File: config.mk
export PLATFORM = sky130hd
export DESIGN_NAME = status_led_blink_controller
export DESIGN_NICKNAME = d
export VERILOG_FILES = /design/src/slbc_pkg.sv /design/src/slbc_csr.sv /design/src/slbc_core.sv /design/src/status_led_blink_controller.sv
export SDC_FILE = /design/constraint.sdc
export NUM_CORES = 1
export LEC_CHECK = 0
export BUFFER_PORTS_ARGS = -buffer_cell sky130_fd_sc_hd__buf_2
export CORE_MARGIN = 5
export CORE_UTILIZATION = 56
export CTS_CLUSTER_DIAMETER = 80
export DETAILED_ROUTE_END_ITERATION = 16
export PLACE_DENSITY = 0.77
export SETUP_SLACK_MARGIN = 0.05
export SYNTH_ARGS = -nofsm -noshare
export SYNTH_HDL_FRONTEND = slang
export SYNTH_SLANG_ARGS = --single-unit
File: constraint.sdc
create_clock -name clock -period 3.3 [get_ports clock]
set_input_delay 0.495 -clock clock [delete_from_list [all_inputs] [get_ports clock]]
set_output_delay 0.495 -clock clock [all_outputs]
set_load 0.005 [all_outputs]
File: src/slbc_pkg.sv
// ----------------------------------------------------------------------------
// slbc_pkg
// Shared types and constants for the status LED blink controller.
// ----------------------------------------------------------------------------
`default_nettype none

package slbc_pkg;

   localparam int unsigned MS_W      = 14;
   localparam int unsigned MODE_W    = 3;
   localparam int unsigned CSR_IDX_W = 3;
   localparam int unsigned CSR_DAT_W = MS_W;

   localparam logic [MS_W-1:0] CNT_MAX = {MS_W{1'b1}};

   // Register reset values
   localparam logic [MS_W-1:0] FLICKER_ON_RST      = MS_W'(10);
   localparam logic [MS_W-1:0] FLICKER_OFF_RST     = MS_W'(90);
   localparam logic [MS_W-1:0] SHORT_PULSE_RST     = MS_W'(500);
   localparam logic [MS_W-1:0] LONG_PULSE_RST      = MS_W'(1000);
   localparam logic [MS_W-1:0] FLICKER_RESTART_RST = MS_W'(10000);

   // Register indexes
   localparam logic [CSR_IDX_W-1:0] CSR_FLICKER_ON      = 3'd0;
   localparam logic [CSR_IDX_W-1:0] CSR_FLICKER_OFF     = 3'd1;
   localparam logic [CSR_IDX_W-1:0] CSR_SHORT_PULSE     = 3'd2;
   localparam logic [CSR_IDX_W-1:0] CSR_LONG_PULSE      = 3'd3;
   localparam logic [CSR_IDX_W-1:0] CSR_FLICKER_RESTART = 3'd4;

   // Request kinds
   localparam logic REQ_MODE = 1'b0;
   localparam logic REQ_TICK = 1'b1;

   typedef enum logic [MODE_W-1:0] {
      MODE_OFF     = 3'd0,
      MODE_ON      = 3'd1,
      MODE_FLICKER = 3'd2,
      MODE_SHORT   = 3'd3,
      MODE_LONG    = 3'd4,
      MODE_UNKNOWN = 3'd5
   } mode_type;

   typedef struct packed {
      logic [MS_W-1:0] flicker_on_ms;
      logic [MS_W-1:0] flicker_off_ms;
      logic [MS_W-1:0] short_pulse_ms;
      logic [MS_W-1:0] long_pulse_ms;
      logic [MS_W-1:0] flicker_restart_ms;
   } cfg_type;

   typedef struct packed {
      logic              req_type;
      logic [MODE_W-1:0] mode_req;
   } item_type;

   typedef struct packed {
      logic              led_on;
      logic              led_changed;
      logic [MODE_W-1:0] mode_now;
   } result_type;

endpackage

`default_nettype wire

File: src/slbc_csr.sv
// ----------------------------------------------------------------------------
// slbc_csr
// Timing configuration registers, written through a plain write port.
// ----------------------------------------------------------------------------
`default_nettype none

module slbc_csr (
   input  wire logic                           clock,
   input  wire logic                           reset,
   input  wire logic                           csr_we,
   input  wire logic [slbc_pkg::CSR_IDX_W-1:0] csr_index,
   input  wire logic [slbc_pkg::CSR_DAT_W-1:0] csr_wdata,
   output slbc_pkg::cfg_type                   cfg
);
   import slbc_pkg::*;

   cfg_type cfg_ff;
   cfg_type cfg_in;

   always_comb begin
      cfg_in = cfg_ff;
      if (csr_we) begin
         case (csr_index)
            CSR_FLICKER_ON:      cfg_in.flicker_on_ms      = csr_wdata;
            CSR_FLICKER_OFF:     cfg_in.flicker_off_ms     = csr_wdata;
            CSR_SHORT_PULSE:     cfg_in.short_pulse_ms     = csr_wdata;
            CSR_LONG_PULSE:      cfg_in.long_pulse_ms      = csr_wdata;
            CSR_FLICKER_RESTART: cfg_in.flicker_restart_ms = csr_wdata;
            default:             cfg_in = cfg_ff;
         endcase
      end
   end

   always_ff @(posedge clock) begin
      if (reset) begin
         cfg_ff.flicker_on_ms      <= FLICKER_ON_RST;
         cfg_ff.flicker_off_ms     <= FLICKER_OFF_RST;
         cfg_ff.short_pulse_ms     <= SHORT_PULSE_RST;
         cfg_ff.long_pulse_ms      <= LONG_PULSE_RST;
         cfg_ff.flicker_restart_ms <= FLICKER_RESTART_RST;
      end else begin
         cfg_ff <= cfg_in;
      end
   end

   assign cfg = cfg_ff;

endmodule

`default_nettype wire

File: src/slbc_core.sv
// ----------------------------------------------------------------------------
// slbc_core
// Mode, LED level and millisecond counter; one request evaluated per cycle while advance is high.
// ----------------------------------------------------------------------------
`default_nettype none

module slbc_core (
   input  wire logic                 clock,
   input  wire logic                 reset,
   input  wire logic                 advance,
   input  slbc_pkg::item_type        item,
   input  slbc_pkg::cfg_type         cfg,
   output slbc_pkg::result_type      result
);
   import slbc_pkg::*;

   mode_type        mode_ff, mode_in;
   logic            lit_ff, lit_in;
   logic [MS_W-1:0] elapsed_ff, elapsed_in;
   logic [MS_W-1:0] elapsed_inc;
   logic            changed;

   // Saturating increment, used by ticks only
   assign elapsed_inc = (elapsed_ff == CNT_MAX) ? elapsed_ff : elapsed_ff + MS_W'(1);

   always_comb begin
      mode_in    = mode_ff;
      lit_in     = lit_ff;
      elapsed_in = elapsed_ff;
      changed    = 1'b0;
      if (item.req_type == REQ_TICK) begin
         elapsed_in = elapsed_inc;
         if (mode_ff == MODE_FLICKER) begin
            if (lit_ff && (elapsed_inc > cfg.flicker_on_ms)) begin
               lit_in     = 1'b0;
               changed    = 1'b1;
               elapsed_in = '0;
            end else if (!lit_ff && (elapsed_inc > cfg.flicker_off_ms)) begin
               lit_in     = 1'b1;
               changed    = 1'b1;
               elapsed_in = '0;
            end
         end else if (((mode_ff == MODE_SHORT) && (elapsed_inc > cfg.short_pulse_ms)) ||
                      ((mode_ff == MODE_LONG) && (elapsed_inc > cfg.long_pulse_ms))) begin
            lit_in  = 1'b0;
            changed = 1'b1;
            mode_in = MODE_OFF;
         end
      end else begin
         case (item.mode_req)
            MODE_OFF: begin
               if (!(mode_ff inside {MODE_OFF, MODE_SHORT, MODE_LONG})) begin
                  lit_in  = 1'b0;
                  changed = 1'b1;
                  mode_in = MODE_OFF;
               end
            end
            MODE_FLICKER: begin
               if (elapsed_ff > cfg.flicker_restart_ms) begin
                  elapsed_in = '0;
               end
               mode_in = MODE_FLICKER;
            end
            MODE_SHORT, MODE_LONG: begin
               lit_in     = 1'b1;
               changed    = 1'b1;
               elapsed_in = '0;
               mode_in    = mode_type'(item.mode_req);
            end
            default: begin
               // On, and any undefined code, behave as an On request
               if (mode_ff != MODE_ON) begin
                  lit_in  = 1'b1;
                  changed = 1'b1;
                  mode_in = MODE_ON;
               end
            end
         endcase
      end
   end

   always_ff @(posedge clock) begin
      if (reset) begin
         mode_ff    <= MODE_UNKNOWN;
         lit_ff     <= 1'b0;
         elapsed_ff <= '0;
      end else if (advance) begin
         mode_ff    <= mode_in;
         lit_ff     <= lit_in;
         elapsed_ff <= elapsed_in;
      end
   end

   assign result.led_on      = lit_in;
   assign result.led_changed = changed;
   assign result.mode_now    = mode_in;

endmodule

`default_nettype wire

File: src/status_led_blink_controller.sv
// ----------------------------------------------------------------------------
// status_led_blink_controller
// Red status LED controller: off, on, flicker and two one-shot pulse modes.
// ----------------------------------------------------------------------------
// Each request is either a mode change or a 1 ms tick, and produces exactly
// one response carrying the LED level, whether this request drove the LED,
// and the mode afterwards (5 means no mode has been set since reset). The
// block takes one request per clock cycle unless the response side stalls;
// a request waits in the request register, then its mode update lands in
// the response register together with the new state and the response
// becomes valid. Back-pressure on the response side holds the response
// register and any held request. Timing registers are written through the
// csr_ port and should only change while no request is in flight.
// ----------------------------------------------------------------------------
`default_nettype none

module status_led_blink_controller (
   input  wire logic                           clock,
   input  wire logic                           reset,
   // request channel
   input  wire logic                           req_valid,
   output      logic                           req_ready,
   input  wire logic                           req_type,
   input  wire logic [slbc_pkg::MODE_W-1:0]    req_mode_req,
   // response channel
   output      logic                           rsp_valid,
   input  wire logic                           rsp_ready,
   output      logic                           rsp_led_on,
   output      logic                           rsp_led_changed,
   output      logic [slbc_pkg::MODE_W-1:0]    rsp_mode_now,
   // configuration write port
   input  wire logic                           csr_we,
   input  wire logic [slbc_pkg::CSR_IDX_W-1:0] csr_index,
   input  wire logic [slbc_pkg::CSR_DAT_W-1:0] csr_wdata
);
   import slbc_pkg::*;

   cfg_type    cfg;
   item_type   item_ff, item_in;
   logic       item_vld_ff, item_vld_in;
   result_type result;
   result_type rsp_ff;
   logic       rsp_vld_ff, rsp_vld_in;
   logic       advance;

   slbc_csr u_csr (
      .clock     (clock),
      .reset     (reset),
      .csr_we    (csr_we),
      .csr_index (csr_index),
      .csr_wdata (csr_wdata),
      .cfg       (cfg)
   );

   // Advance the held request into the response register when there is room
   assign advance   = item_vld_ff && (!rsp_vld_ff || rsp_ready);
   assign req_ready = !item_vld_ff || advance;

   assign item_in.req_type = req_type;
   assign item_in.mode_req = req_mode_req;

   always_comb begin
      item_vld_in = item_vld_ff;
      if (req_ready) begin
         item_vld_in = req_valid;
      end
      rsp_vld_in = rsp_vld_ff;
      if (advance) begin
         rsp_vld_in = 1'b1;
      end else if (rsp_ready) begin
         // drop a delivered response
         rsp_vld_in = 1'b0;
      end
   end

   slbc_core u_core (
      .clock   (clock),
      .reset   (reset),
      .advance (advance),
      .item    (item_ff),
      .cfg     (cfg),
      .result  (result)
   );

   always_ff @(posedge clock) begin
      if (reset) begin
         item_vld_ff <= 1'b0;
         rsp_vld_ff  <= 1'b0;
      end else begin
         item_vld_ff <= item_vld_in;
         rsp_vld_ff  <= rsp_vld_in;
      end
   end

   // Payload registers: hold unless a new request or result loads them
   always_ff @(posedge clock) begin
      if (req_valid && req_ready) begin
         item_ff <= item_in;
      end
      if (advance) begin
         rsp_ff <= result;
      end
   end

   assign rsp_valid       = rsp_vld_ff;
   assign rsp_led_on      = rsp_ff.led_on;
   assign rsp_led_changed = rsp_ff.led_changed;
   assign rsp_mode_now    = rsp_ff.mode_now;

endmodule

`default_nettype wire

== Word-level counts from Yosys, hierarchy flattened ==
Index checks and enable logic that the tools add are counted.

* Add/sub/neg operators: 1
* $lt $le $gt $ge: 5
* Equal/unequal tests: 13
* Muxes and demuxes: 31
* Reduce and logical (&&, ||, !) cells: 25

{| class="wikitable"
|+ Operator list
! operator !! count
|-
| 14-bit two-way mux || 6
|-
| 14-bit greater-than comparator || 5
|-
| 14-bit one-hot mux with 2 select lines || 1
|-
| 3-bit by 2-bit == test with 1-bit output (second input constant) || 6
|-
| 1-bit two-way mux || 16
|-
| 3-bit two-way mux || 5
|-
| 14-bit by 1-bit adder with 14-bit output (second input constant) || 1
|-
| 14-bit == test (second input constant) || 1
|-
| 2-bit AND reduction || 5
|-
| 3-bit == test (second input constant) || 3
|-
| 3-bit logical NOT || 3
|-
| 3-bit one-hot mux with 3 select lines || 1
|-
| 1-bit logical AND || 6
|-
| 1-bit one-hot mux with 3 select lines || 2
|-
| 3-bit nonzero test || 2
|-
| 3-bit by 1-bit == test with 1-bit output (second input constant) || 1
|-
| 1-bit logical NOT || 3
|-
| 1-bit logical OR || 3
|-
| 3-bit by 1-bit != test with 1-bit output (second input constant) || 1
|-
| 3-bit by 2-bit != test with 1-bit output (second input constant) || 1
|-
| 3-bit AND reduction || 1
|-
| 2-bit nonzero test || 1
|-
| 2-bit OR reduction || 1
|}

* Bits in registers: 99
* Input bits: 26
* Output and inout bits: 7

== Depth between registers and ports, before layout ==
* Depth after elaboration: 8
* Gate-level depth with buffers: 16
* Gate-level depth less buffers: 15

== By module ==
From an unflattened synthesis, not the netlist that was laid out.

* Cells, all modules: 694
* Area, all modules: 6238.5 sq um

{| class="wikitable"
|+ Modules (own cells, without submodules)
! module !! instances !! cells an instance !! area each (sq um)
|-
| slbc_core || 1 || 412 || 3066.7
|-
| slbc_csr || 1 || 263 || 2797.7
|-
| status_led_blink_controller || 1 || 19 || 374.1
|}

== Worst setup path before layout ==
No wires, ideal clock.

* Path kind: register to register
* From: register u_core.elapsed_ff[1]
* To: register u_core.elapsed_ff[8]
* Setup time: 0.117 ns
* Data arrival time: 3.493 ns
* Data required time: 3.183 ns
* Path slack: -0.310 ns
* Cell stages (with the launch flop): 17
* Path buffers: 1
* Period minus slack after synthesis: 3.610 ns
* Path through: dfxtp_1 -> ha_1 -> and3_1 -> nand4_1 -> nor2_1 -> nand4b_1 -> nor2_1 -> xor2_1 -> ha_1 -> nand4_1 -> or3_4 -> a221o_2 -> nand3_2 -> a311o_4 -> nor2_4 -> buf_6 -> a22o_1

* Word-level cells in the longest chain between the ends: 8

{| class="wikitable"
|+ Ends and longest elaborated chain
! item !! RTL line !! source
|-
| start, declared || slbc_core.sv:19 || <nowiki>logic [MS_W-1:0] elapsed_ff, elapsed_in;</nowiki>
|-
| start signal, assigned || slbc_core.sv:90 || <nowiki>elapsed_ff <= elapsed_in;</nowiki>
|-
| 14-bit by 1-bit adder with 14-bit output or 14-bit == test (tied branches) || slbc_core.sv:24 || <nowiki>assign elapsed_inc = (elapsed_ff == CNT_MAX) ? elapsed_ff : elapsed_ff + MS_W'(1);</nowiki>
|-
| 14-bit two-way mux || slbc_core.sv:24 ||
|-
| 14-bit greater-than comparator || slbc_core.sv:38 || <nowiki>end else if (!lit_ff && (elapsed_inc > cfg.flicker_off_ms)) begin</nowiki>
|-
| 1-bit logical AND || slbc_core.sv:38 ||
|-
| 14-bit two-way mux || slbc_core.sv:38 ||
|-
| 14-bit two-way mux || slbc_core.sv:34 || <nowiki>if (lit_ff && (elapsed_inc > cfg.flicker_on_ms)) begin</nowiki>
|-
| 14-bit two-way mux || slbc_core.sv:33 || <nowiki>if (mode_ff == MODE_FLICKER) begin</nowiki>
|-
| 14-bit two-way mux || slbc_core.sv:31 || <nowiki>if (item.req_type == REQ_TICK) begin</nowiki>
|}

Several ways; a longest one is shown, not always the timed one.
A chain may end at the register's enable or synchronous reset.

== Worst setup path after layout ==
* From: register u_core.elapsed_ff[0]
* To: register u_core.elapsed_ff[11]

The elaborated chain is that of the path after synthesis.

==> flow_metrics.py <==
metrics = {
    "clocking": {
        "insertion_delay_ns": 0.39,
        "clkSinkCount": 99,
        "path_clk_slew_ns": 0.09,
        "cts_root_buffer": "clkbuf_8",
        "cts_buffers": 9,
        "cts_buffer_depth": 2,
        "htree_levels": 3,
        "tritoncts": "yes",
    },
    "sta": {
        "hold_viol": 0,
        "finalCritPeriodShare_pct": 119.2,
        "setup_violations": 23,
        "finClkSkew_ns": 0.01068,
        "tns_ns": -10.86,
        "slew_headroom_pct": 45.68,
        "tightestPinTransition_ns": 0.8148,
        "drv_slew": 0,
        "min_period_ns": 3.934,
        "fmaxAchievable_ghz": 0.2542,
        "setup_slack_ns": -0.6337,
        "rsz0062_at_grt": "true",
    },
    "global_routing": {
        "grt_pass1_vias": 5486,
        "top_usage_layer": "met2",
        "use_met1_pct": 33.22,
        "grt_use_met2_pct": 46.60,
        "antenna_found_initial": 0,
        "grt_max_degree": 46,
        "grt-ovfl-total": 0,
        "grtUsageMet3_pct": 6.250,
        "grt_pass1_wl_mm": 27.43,
        "grt_use_total_pct": 27.50,
    },
    "status": {
        "status": "finished, violations left",
        "violations": "setup timing",
    },
    "floorplanning": {
        "coreArea_um2": 10180,
        "ios": 33,
        "num_rows": 37,
        "start_util_pct": 56.77,
        "die_h_um": 111.6,
        "die_area_um2": 12460,
        "die_width_um": 111.6,
    },
    "finish": {
        "nets": 897,
        "final_area_um2": 7162,
        "multiInputGateArea_um2": 3691,
        "diodes": 0,
        "drive_above_1_share_pct": 22.36,
        "syn_to_final_growth_pct": 23.87,
        "fillers": 758,
        "seqCellArea_um2": 2081,
    },
    "worst_setup_path": {
        "reg2reg_depth": 18,
        "critical_path_class": "reg -> reg",
        "cp-end-kind": "register",
        "rr_endpoint": "u_core.elapsed_ff[11]",
        "cp-start-kind": "register",
        "worstPathArrival_ns": 4.27,
        "path_max_fanout": 4,
        "reg2reg_slack_ns": -0.63,
        "r2r_start": "u_core.elapsed_ff[0]",
        "critical_path_required_ns": 3.63,
    },
    "min_path": {
        "min_from": "req_mode_req[1]",
        "whs_path_depth": 1,
        "hp-class": "in -> reg",
        "min_to": "item_ff[1]",
    },
    "logic_synthesis": {
        "synthCells": 714,
        "seq_area_frac_synth_pct": 35.84,
        "ys.warnings.count": 0,
        "synth.distinct_cells": 62,
        "synth-edff-count": 9,
        "synth_seq_cells": 99,
        "ys.flop_type": "dfxtp_1",
        "syn-cell-area_um2": 5782,
        "async_reset_ff_share_pct": 0,
        "avgSynthCellArea_um2": 8.098,
        "syn-num-nets": 811,
    },
    "drt": {
        "dr.pass1.iters": 7,
        "via_per_inst": 6.126,
        "via_count": 5765,
        "wl_mm": 18.04,
        "drtIter0Drc": 678,
        "drc": 0,
        "ant_nets": 0,
        "drt-wirelength-per-cell_um": 19.17,
    },
    "placement": {
        "io_buffers": 32,
        "dp_hpwl_mm": 12.49,
        "dpl-instance-area_um2": 6405,
        "gp_congestion": 1.069,
    },
    "power": {
        "powerDensity_nw_per_um2": 321.2,
        "p_leak_nw": 3.104,
        "ir_drop_mv": 0.2398,
    },
    "run": {
        "drv_cap": 0,
    },
}
## synth_stat cells, types with 4 or more instances
cell | n | area, um^2
a2111oi_0 | 4 | 35.03
a211oi_1 | 5 | 37.54
a21o_1 | 8 | 60.06
a21oi_1 | 70 | 350.3
a22o_1 | 10 | 87.58
a31oi_1 | 4 | 25.02
and3_1 | 7 | 43.79
and4_1 | 4 | 35.03
clkbuf_1 | 20 | 75.07
dfxtp_1 | 90 | 1802
edfxtp_1 | 9 | 270.3
ha_1 | 71 | 888.4
inv_1 | 79 | 296.5
nand2_1 | 140 | 525.5
nand3_1 | 12 | 60.06
nand4_1 | 13 | 81.33
nor2_1 | 26 | 97.59
nor2b_1 | 11 | 68.82
nor3_1 | 14 | 70.07
o211ai_1 | 26 | 195.2
o21ai_0 | 25 | 125.1
xor2_1 | 7 | 61.31
## layer usage
metal / part of all wire, % / vias to the layer above
li1: - / 2659
met1: 39 / 2662
met2: 46 / 359
met3: 9.1 / 85
met4: 5.5 / 0
met5: 0 / -
## logic make-up after synthesis
| group | Yosys count | synth area share [%] |
|---|---|---|
| muxes | 2 | 0.3679 |
| adders and majority gates | 71 | 15.36 |
| AOI/OAI and AO/OA | 178 | 19.91 |
| and+or+nand+nor | 248 | 20.00 |
| xor gates and xnor gates | 9 | 1.363 |
| buffers and inverters | 107 | 7.163 |
| DFF | 99 | 35.84 |
## metrics by stage
step / hold WS (ns) / instances / power (mW) / worst slack [ns] / utilization [%]
after floorplan: 0.4363 / 714 / 1.431 / -0.2209 / -
after global placement: 0.4431 / 904 / 1.516 / -0.4332 / 62.89
after detailed placement: 0.4489 / 904 / 1.527 / -0.6060 / 62.89
after CTS: 0.2695 / 932 / 2.281 / -0.3426 / 67.24
after global routing: 0.2610 / 941 / 2.382 / -0.7450 / 70.32
final: 0.2825 / 941 / 2.301 / -0.6337 / 70.32
## report_power, final
part | switching (mW) | internal [mW] | leakage [nW]
Combinational | 0.160 | 0.0979 | 2.18
Clock | 0.411 | 0.357 | 0.0997
Sequential | 0.0288 | 1.25 | 0.819
Total | 0.600 | 1.70 | 3.10
## cells in the final DEF, fill, tap and decap left out, types with 3 or more instances in the layout
cell type,n
nor3_1,13
nand4_1,13
edfxtp_1,9
a21oi_1,66
o21ai_2,3
o21ai_1,9
nand2_1,137
a21oi_2,4
a211oi_1,4
o21a_1,3
a31oi_1,4
nor2_1,19
and2_1,3
ha_4,6
nor2b_1,11
clkbuf_8,13
buf_4,66
a2111oi_4,4
o211ai_1,26
dfxtp_1,85
a21o_1,8
and3_1,6
xor2_2,3
ha_1,65
o21ai_0,14
dfxtp_2,4
nor2_4,6
and4_1,3
inv_1,79
buf_2,32
nand2_2,3
nand3_1,11
a22o_1,10
## how the worst max path moves through the flow
| stage | startpoint | endpoint | slack (ns) |
|---|---|---|---|
| CTS | u_core.elapsed_ff[1] | u_core.elapsed_ff[8] | -0.34 |
| floorplan | u_core.elapsed_ff[1] | u_core.elapsed_ff[8] | -0.22 |
| finish | u_core.elapsed_ff[0] | u_core.elapsed_ff[11] | -0.63 |
| detailed placement | u_core.elapsed_ff[1] | u_core.elapsed_ff[6] | -0.61 |
| global route | u_core.elapsed_ff[0] | u_core.elapsed_ff[10] | -0.75 |
| global placement | u_core.elapsed_ff[1] | rsp_led_changed | -0.43 |
## area by class of cell
cell class              count  area share, %
inverters                  79          4.140
clock buffers              15          2.603
well taps                 136          2.376
repair buffers            102          10.22
clock inverters             1        0.06988
flip-flops and latches     99          29.05
multi-input cells         509          51.54
## registers in the layout (all words and copies together) (netlist names)
signal / count
item_ff: 4
rsp_valid: 1
u_core.elapsed_ff: 14
u_core.mode_ff: 3
item_vld_ff: 1
rsp_led_changed: 1
rsp_led_on: 1
u_core.lit_ff: 1
u_csr.cfg: 70
rsp_mode_now: 3
## worst max-delay path, stage by stage, from the launching register on
cell	delay [ns]
dfxtp_2	0.37
ha_4	0.14
and3_4	0.18
nand4_1	0.17
buf_4	0.21
o21ai_4	0.20
buf_12	0.15
nor2_4	0.04
xor2_1	0.14
buf_4	0.16
ha_4	0.27
nand4_1	0.24
nor4_4	0.38
o31ai_2	0.11
o41a_1	0.17
buf_4	0.16
a311o_2	0.39
o21ai_1	0.23
a22o_1	0.17
## what timing repair did
action | 4_1_cts | 5_1_grt
endpoints found under the setup margin | 23 | 23
hold buffers | 0 | 0
gates cloned | 1 | 1
resized for setup | 32 | 34
pin swaps | 10 | 20
setup buffers | 11 | 11
No activity file was read; power rests on OpenSTA's default activity.
